## src/rtl/mcsm_pkg.sv

```systemverilog
// Shared types and constants for the motor current safety monitor.
// No dependencies; used by every module of the block.
package mcsm_pkg;

  localparam int DATA_W     = 16;
  localparam int CFG_IDX_W  = 3;
  localparam int HIT_W      = 16;
  localparam int GAIN_W     = 2;

  localparam int DEF_WINDOW        = 40;
  localparam int DEF_AVERAGES      = 3;
  localparam int DEF_NOLOAD_TRIP   = 5;
  localparam int DEF_OVERLOAD_TRIP = 5;

  typedef enum logic [CFG_IDX_W-1:0] {
    REG_NOLOAD_THRESHOLD   = 3'd0,
    REG_BAND_ONE_LOW       = 3'd1,
    REG_BAND_ONE_HIGH      = 3'd2,
    REG_BAND_TWO_LOW       = 3'd3,
    REG_BAND_TWO_HIGH      = 3'd4,
    REG_BAND_THREE_LOW     = 3'd5,
    REG_OVERLOAD_THRESHOLD = 3'd6
  } cfg_reg_t;

  localparam logic signed [DATA_W-1:0] RST_NOLOAD_THRESHOLD   = 16'sd100;
  localparam logic signed [DATA_W-1:0] RST_BAND_ONE_LOW       = 16'sd300;
  localparam logic signed [DATA_W-1:0] RST_BAND_ONE_HIGH      = 16'sd400;
  localparam logic signed [DATA_W-1:0] RST_BAND_TWO_LOW       = 16'sd500;
  localparam logic signed [DATA_W-1:0] RST_BAND_TWO_HIGH      = 16'sd600;
  localparam logic signed [DATA_W-1:0] RST_BAND_THREE_LOW     = 16'sd700;
  localparam logic signed [DATA_W-1:0] RST_OVERLOAD_THRESHOLD = 16'sd800;

  localparam logic OP_SAMPLE = 1'b0;
  localparam logic OP_CHECK  = 1'b1;

  localparam logic [GAIN_W-1:0] GAIN_NONE  = 2'd0;
  localparam logic [GAIN_W-1:0] GAIN_ONE   = 2'd1;
  localparam logic [GAIN_W-1:0] GAIN_TWO   = 2'd2;
  localparam logic [GAIN_W-1:0] GAIN_THREE = 2'd3;

  typedef struct packed {
    logic signed [DATA_W-1:0] noload_threshold;
    logic signed [DATA_W-1:0] band_one_low;
    logic signed [DATA_W-1:0] band_one_high;
    logic signed [DATA_W-1:0] band_two_low;
    logic signed [DATA_W-1:0] band_two_high;
    logic signed [DATA_W-1:0] band_three_low;
    logic signed [DATA_W-1:0] overload_threshold;
  } cfg_regs_t;

endpackage

```

## src/rtl/mcsm_avg_div.sv

```systemverilog
// Signed block sum divided by the window length, truncated toward zero.
// Uses mcsm_pkg; exact reciprocal multiply on the magnitude, then restore sign.
module mcsm_avg_div #(
  parameter int WINDOW = mcsm_pkg::DEF_WINDOW
) (
  input  logic signed [mcsm_pkg::DATA_W+$clog2(WINDOW)-1:0] sum,
  output logic signed [mcsm_pkg::DATA_W-1:0]                quotient
);
  import mcsm_pkg::*;

  localparam int SUM_W = DATA_W + $clog2(WINDOW);
  localparam int MAG_W = SUM_W;
  localparam int SHIFT = MAG_W + $clog2(WINDOW);
  localparam longint unsigned RECIP = ((64'd1 << SHIFT) + WINDOW - 1) / WINDOW;
  localparam logic [MAG_W:0] RECIP_C = RECIP[MAG_W:0];
  localparam int PROD_W = 2 * MAG_W + 1;

  logic                negative;
  logic [MAG_W-1:0]    magnitude;
  logic [PROD_W-1:0]   product;
  logic [DATA_W:0]     quot_mag;
  logic [DATA_W:0]     quot_signed;

  always_comb begin
    negative    = sum[SUM_W-1];
    magnitude   = negative ? MAG_W'(-sum) : MAG_W'(sum);
    product     = PROD_W'(magnitude) * PROD_W'(RECIP_C);
    quot_mag    = product[SHIFT +: DATA_W+1];
    quot_signed = negative ? (DATA_W+1)'(-quot_mag) : quot_mag;
    quotient    = quot_signed[DATA_W-1:0];
  end

endmodule

```

## src/rtl/motor_current_safety_monitor.sv

```systemverilog
// An accepted item's result is registered; one item per cycle while in_stall is low.
// Each sample item passes through the running-sum adder, the reciprocal multiplier and
// the band compares into the result register; check items use the trip compares.
// A result waiting under out_stall holds in_stall high only while it blocks.
// Reset (rst, synchronous) clears sums, counters, averages, the stop latch and
// loads the threshold registers with their default values.
module motor_current_safety_monitor #(
  parameter int WINDOW        = mcsm_pkg::DEF_WINDOW,
  parameter int AVERAGES      = mcsm_pkg::DEF_AVERAGES,
  parameter int NOLOAD_TRIP   = mcsm_pkg::DEF_NOLOAD_TRIP,
  parameter int OVERLOAD_TRIP = mcsm_pkg::DEF_OVERLOAD_TRIP
) (
  input  logic                                clk,
  input  logic                                rst,
  input  logic                                cfg_write,
  input  logic [mcsm_pkg::CFG_IDX_W-1:0]      cfg_index,
  input  logic [mcsm_pkg::DATA_W-1:0]         cfg_data,
  input  logic                                in_valid,
  output logic                                in_stall,
  input  logic                                op,
  input  logic signed [mcsm_pkg::DATA_W-1:0]  current_sample,
  input  logic                                pid_enabled,
  output logic                                out_valid,
  input  logic                                out_stall,
  output logic                                average_valid,
  output logic signed [mcsm_pkg::DATA_W-1:0]  average_current,
  output logic                                max_valid,
  output logic signed [mcsm_pkg::DATA_W-1:0]  max_current,
  output logic [mcsm_pkg::GAIN_W-1:0]         gain_set,
  output logic                                noload_stop,
  output logic                                overload_stop,
  output logic                                stopped
);
  import mcsm_pkg::*;

  localparam int SUM_W  = DATA_W + $clog2(WINDOW);
  localparam int CNT_W  = $clog2(WINDOW);
  localparam int SLOT_W = (AVERAGES > 1) ? $clog2(AVERAGES) : 1;

  cfg_regs_t                 cfg;
  logic signed [SUM_W-1:0]   sample_sum;
  logic [CNT_W-1:0]          sample_count;
  logic [SLOT_W-1:0]         average_slot;
  logic signed [DATA_W-1:0]  ring_max;
  logic signed [DATA_W-1:0]  latest_average;
  logic [HIT_W-1:0]          noload_count;
  logic [HIT_W-1:0]          overload_count;
  logic                      stop_latched;

  logic                      accept;
  logic signed [SUM_W-1:0]   sum_next;
  logic signed [DATA_W-1:0]  block_avg;
  logic                      block_done;
  logic                      ring_last;
  logic signed [DATA_W-1:0]  ring_max_next;
  logic [GAIN_W-1:0]         gain_next;
  logic                      check_live;
  logic                      noload_hit;
  logic                      overload_hit;
  logic [HIT_W-1:0]          noload_count_next;
  logic [HIT_W-1:0]          overload_count_next;
  logic                      noload_trip;
  logic                      overload_trip;
  logic                      stop_next;

  assign in_stall = out_valid && out_stall;
  assign accept   = in_valid && !in_stall;

  mcsm_avg_div #(
    .WINDOW (WINDOW)
  ) u_avg_div (
    .sum      (sum_next),
    .quotient (block_avg)
  );

  always_comb begin
    sum_next   = sample_sum + SUM_W'(current_sample);
    block_done = (op == OP_SAMPLE) && (sample_count == CNT_W'(WINDOW - 1));
    ring_last  = (average_slot == SLOT_W'(AVERAGES - 1));

    if (average_slot == '0 || ring_max < block_avg) begin
      ring_max_next = block_avg;
    end else begin
      ring_max_next = ring_max;
    end

    gain_next = GAIN_NONE;
    if (pid_enabled) begin
      priority if (block_avg >= cfg.band_one_low && block_avg < cfg.band_one_high) begin
        gain_next = GAIN_ONE;
      end else if (block_avg >= cfg.band_two_low && block_avg < cfg.band_two_high) begin
        gain_next = GAIN_TWO;
      end else if (block_avg >= cfg.band_three_low
                   && block_avg < cfg.overload_threshold) begin
        gain_next = GAIN_THREE;
      end else begin
        gain_next = GAIN_NONE;
      end
    end

    check_live   = (op == OP_CHECK) && !stop_latched;
    noload_hit   = latest_average < cfg.noload_threshold;
    overload_hit = latest_average > cfg.overload_threshold;

    if (!noload_hit) begin
      noload_count_next = '0;
    end else if (noload_count == '1) begin
      noload_count_next = noload_count;
    end else begin
      noload_count_next = noload_count + 1'b1;
    end

    if (!overload_hit) begin
      overload_count_next = '0;
    end else if (overload_count == '1) begin
      overload_count_next = overload_count;
    end else begin
      overload_count_next = overload_count + 1'b1;
    end

    noload_trip   = check_live && noload_hit
                    && (noload_count_next == HIT_W'(NOLOAD_TRIP));
    overload_trip = check_live && overload_hit
                    && (overload_count_next == HIT_W'(OVERLOAD_TRIP));
    stop_next     = stop_latched || noload_trip || overload_trip;
  end

  always_ff @(posedge clk) begin
    if (rst) begin
      cfg.noload_threshold   <= RST_NOLOAD_THRESHOLD;
      cfg.band_one_low       <= RST_BAND_ONE_LOW;
      cfg.band_one_high      <= RST_BAND_ONE_HIGH;
      cfg.band_two_low       <= RST_BAND_TWO_LOW;
      cfg.band_two_high      <= RST_BAND_TWO_HIGH;
      cfg.band_three_low     <= RST_BAND_THREE_LOW;
      cfg.overload_threshold <= RST_OVERLOAD_THRESHOLD;
    end else if (cfg_write) begin
      unique case (cfg_index)
        REG_NOLOAD_THRESHOLD:   cfg.noload_threshold   <= cfg_data;
        REG_BAND_ONE_LOW:       cfg.band_one_low       <= cfg_data;
        REG_BAND_ONE_HIGH:      cfg.band_one_high      <= cfg_data;
        REG_BAND_TWO_LOW:       cfg.band_two_low       <= cfg_data;
        REG_BAND_TWO_HIGH:      cfg.band_two_high      <= cfg_data;
        REG_BAND_THREE_LOW:     cfg.band_three_low     <= cfg_data;
        REG_OVERLOAD_THRESHOLD: cfg.overload_threshold <= cfg_data;
        default: ;
      endcase
    end
  end

  always_ff @(posedge clk) begin
    if (rst) begin
      sample_sum     <= '0;
      sample_count   <= '0;
      average_slot   <= '0;
      ring_max       <= '0;
      latest_average <= '0;
      noload_count   <= '0;
      overload_count <= '0;
      stop_latched   <= 1'b0;
    end else if (accept) begin
      if (op == OP_SAMPLE) begin
        if (block_done) begin
          sample_sum     <= '0;
          sample_count   <= '0;
          latest_average <= block_avg;
          ring_max       <= ring_max_next;
          average_slot   <= ring_last ? '0 : average_slot + 1'b1;
        end else begin
          sample_sum   <= sum_next;
          sample_count <= sample_count + 1'b1;
        end
      end else if (check_live) begin
        noload_count   <= noload_count_next;
        overload_count <= overload_count_next;
        stop_latched   <= stop_next;
      end
    end
  end

  always_ff @(posedge clk) begin
    if (rst) begin
      out_valid <= 1'b0;
    end else begin
      out_valid <= accept || in_stall;
    end
  end

  always_ff @(posedge clk) begin
    if (accept) begin
      average_valid   <= block_done;
      average_current <= block_done ? block_avg : latest_average;
      max_valid       <= block_done && ring_last;
      max_current     <= (block_done && ring_last) ? ring_max_next : '0;
      gain_set        <= block_done ? gain_next : GAIN_NONE;
      noload_stop     <= noload_trip;
      overload_stop   <= overload_trip;
      stopped         <= stop_next;
    end
  end

endmodule

```

## config.mk

```make
export PLATFORM = sky130hd
export DESIGN_NAME = motor_current_safety_monitor
export DESIGN_NICKNAME = d
export VERILOG_FILES = /design/src/rtl/mcsm_pkg.sv /design/src/rtl/mcsm_avg_div.sv /design/src/rtl/motor_current_safety_monitor.sv
export SDC_FILE = /design/constraint.sdc
export NUM_CORES = 1
export LEC_CHECK = 0
export ABC_AREA = 1
export BUFFER_PORTS_ARGS = -buffer_cell sky130_fd_sc_hd__buf_2
export CAP_MARGIN = 20
export CORE_MARGIN = 1.5
export CORE_UTILIZATION = 55
export DETAILED_ROUTE_END_ITERATION = 7
export PLACE_DENSITY_LB_ADDON = 0.1
export SLEW_MARGIN = 10
export SYNTH_ARGS = -nofsm -noshare
export SYNTH_HDL_FRONTEND = slang
export SYNTH_SLANG_ARGS = --single-unit
```

## constraint.sdc

```tcl
create_clock -name clk -period 12.5 [get_ports clk]
set_input_delay 0 -clock clk [delete_from_list [all_inputs] [get_ports clk]]
set_output_delay 0 -clock clk [all_outputs]
set_load 0.005 [all_outputs]
```

==> impl_results.md <==
- Max Fanout on Critical Path: 6
- DRT Pass-1 Iters: 6
- Detailed Route Iter0 Violations: around 1400
- Buffers and inverters on the worst path: 10
- EDFF count, synth: 39
- Overflow after GRT: 0
- DR DRC count: 0
- Commonest non-fill, non-tap cells in the layout: inv_1, nand2_1, ha_1, a21oi_1, nor2_1
- Final core utilization: 0.6108
- CTS buffer count: 29
- Synthesis-stage register bit count: approximately 250
- Flop-to-flop setup slack: between 800 and 900 ps
- Vias in the first global route: approximately 20000
- RR Endpoint: gain_set[1]
- Yosys warnings: 0
- Final worst slack: between 800 and 900 ps
- Setup WS pre-CTS: between 500 and 600 ps
- Clock Skews: approximately 26 ps
- Area grow syn2layout: 10.00%
- Worst reg2reg startpoint: sample_sum[2]
- Root buf cell: clkbuf_16
- Mapped Area: 23190 um^2
- Mux cell area share after synthesis: 0.0004317
- Share of layout cells above drive strength 1: 0.06733
- Commonest non-fill, non-tap cell in the layout: inv_1
- Syn avg cell area: roughly 7.3 um^2
- Clock buffer depth: 3
- Worst skew pair latency: ~570 ps
- Area of placed instances: ~24000 um^2
- Area of the multi-input gates: between 15000 and 20000 um^2
- CP Capture Point: gain_set[1]
- Number of H-tree levels: 1
- Most common cell on crit path: nand2_1
- Initial antenna violation count: 0
- Global-route wire length before repair: roughly 100 mm
- CP top delay family: adder cells
- Routed WL: between 60 and 70 mm
- Synth Area in Compound Gates: 0.1241
- Xor/xnor share of the synthesized area: 0.02714
- Post-synth cell types: between 50 and 60
- CP Data Required Time: 12810 ps
- Ys flop type: dfxtp_1
- Max-cap viol count: 0
- Worst slew pin tran: ~1100 ps
- GRT Util Overall: 0.2975
- Net count after synthesis: about 3700
- Die Area: ~43000 um^2
- Worst hold path type: input port to flip-flop
- DRT antenna net count: 0
- Fraction of registers with async set/reset: 0
- Post-synthesis instance total: around 3200
- Vias/cell: approximately 5.4
- Crit. path cell count: 62
- Worst setup EP type: flip-flop
- Status: finished clean
- Hpwl dp: 52.00 mm
- Rel. slew slack: 0.2781
- Final Wtd Congestion: between 0.9 and 1
- Top-level port count: 83
- Cell area after layout: between 20000 and 30000 um^2
- Largest stage delay on the critical path: 580 ps
- Post-Synth Adder-Cell Area: 0.2925
- CP Data Arrival Time: 11940 ps
- Combinational family with the most area after synthesis: adder cells
- Die X: around 210 um
- Reg2Reg Depth: between 60 and 70
- Starting Density: 0.5552
- Fillcell total: ~3800
- CTS tree: done
- Startpoint types: flip-flop
- Seq/Total Area, Yosys: 0.2301
- Crit path launch: sample_sum[2]
- Simple-Gate Fraction of Synth Area: 0.2078
- Slew Limit Fails: 0
- Core area: roughly 42000 um^2
- Fin. Hold Viols: 0
- Crit Path Class: flip-flop to flip-flop
- Die Y: about 210 um
- Fin nets: 3771
- Clock-pin transition on the worst setup and hold timing paths: about 60 ps
- Pin count of the biggest net entering global routing: around 120
- Setup Viol. Count Final: 0
- Final critical-path share of the clock period: 0.9300
- Antenna Cells: 0
- Critical Path Slowest Stage Cell: fa_1
- Register area: ~5300 um^2
- Clock sink count: ~250
- Port Buf Inserts: between 80 and 90
- Via count: 20600
- Site Rows: between 70 and 80
- Tmin final: approximately 12000 ps
- F_max: roughly 86 MHz
- WL/cell: between 15 and 20 um
stage by stage:
stage | hold slack [ps] | setup TNS (ps) | std cells
floorplan | 103.1 | 0 | 3169
global placement | 269.0 | 0 | 3750
detailed placement | 283.8 | 0 | 3750
CTS | 16.17 | 0 | 3830
global route | 72.53 | -53.46 | 3836
finish | 40.38 | 0 | 3836
area by class of cell:
| class | count | area share |
|---|---|---|
| clock inverters | 10 | 0.002943 |
| well taps | 539 | 0.02644 |
| flip-flops and latches | 247 | 0.2092 |
| clock buffers | 44 | 0.03302 |
| multi-input cells | 2198 | 0.5959 |
| repair buffers | 134 | 0.03473 |
| inverters | 664 | 0.09782 |
per-layer routing:
layer	GRT usage	routed length (um)	share of wire	vias to the layer above
li1	-	-	-	10310
met1	0.3945	28410	0.44	9634
met2	0.5086	30810	0.48	551
met3	0.03321	3242	0.050	108
met4	0.09162	1933	0.030	0
met5	0	0	0	-
how the worst min path moves through the flow:
| stage | from | to | slack (ps) | depth (start not counted) |
|---|---|---|---|---|
| after floorplan | out_stall | in_stall | 100 | 2 |
| after global placement | out_stall | out_valid | 270 | 3 |
| after detailed placement | out_stall | out_valid | 280 | 3 |
| after CTS | current_sample[4] | sample_sum[4] | 20 | 5 |
| after global routing | current_sample[0] | sample_sum[0] | 70 | 4 |
| final | current_sample[0] | sample_sum[0] | 40 | 4 |
cell families (layout without fill, tap and decap cells):
group | Yosys count | count (layout)
mux | 1 | 1
buf+inv | 724 | 852
simple gates | 1137 | 1137
fa+ha+maj | 455 | 455
xor+xnor | 71 | 71
compound gates | 534 | 534
flops | 247 | 247
sequential cells by signal, indices dropped and copies added, names as in the netlist:
register and cells:
latest_average 16, ring_max 16, average_slot 2, stop_latched 1, sample_count 6, out_valid 1
cfg 112, average_current 16, average_valid 1, overload_count 16, overload_stop 1, gain_set 2
sample_sum 22, noload_stop 1, max_current 16, stopped 1, noload_count 16, max_valid 1
worst reg2reg max path, delay by kind of cell (launching register included):
family                   cells  cell delay (ps)
AO/OA/AOI/OAI                9             1320
XOR/XNOR                     3              730
adder cells (fa/ha/maj)     11             4810
buffers and inverters       10              910
flip-flops                   1              330
AND/OR/NAND/NOR             29             3320
cells in the mapped netlist (5+ instances only):
cell type | instances | area (um^2)
a211oi_1 | 14 | 105.1
a21oi_1 | 233 | 1166
clkbuf_1 | 56 | 210.2
clkinv_1 | 5 | 18.77
dfxtp_1 | 208 | 4164
edfxtp_1 | 39 | 1171
fa_1 | 145 | 2903
ha_1 | 310 | 3879
inv_1 | 650 | 2440
inv_2 | 8 | 30.03
nand2_1 | 648 | 2432
nand2_2 | 14 | 87.58
nand3_1 | 139 | 695.7
nand3b_1 | 9 | 67.56
nand4_1 | 29 | 181.4
nor2_1 | 214 | 803.3
nor3_1 | 35 | 175.2
nor4_1 | 7 | 43.79
o211ai_1 | 29 | 217.7
o21ai_0 | 203 | 1016
o21ai_1 | 14 | 70.07
o21bai_1 | 6 | 45.04
o22ai_1 | 13 | 81.33
or2_2 | 14 | 87.58
xnor2_1 | 16 | 140.1
xor2_1 | 54 | 473.0
what timing repair did:
action                                  in CTS  in global routing
hold buffers                                26                  0
hold endpoints to repair                   119                  0
gates resized for setup                      0                 12
buffers inserted                             0                  5
endpoints found under the setup margin       0                 34
Power is left out: the tool's default activity adds up to more than one toggle a clock period on the data nets, which glitch-free logic cannot reach.
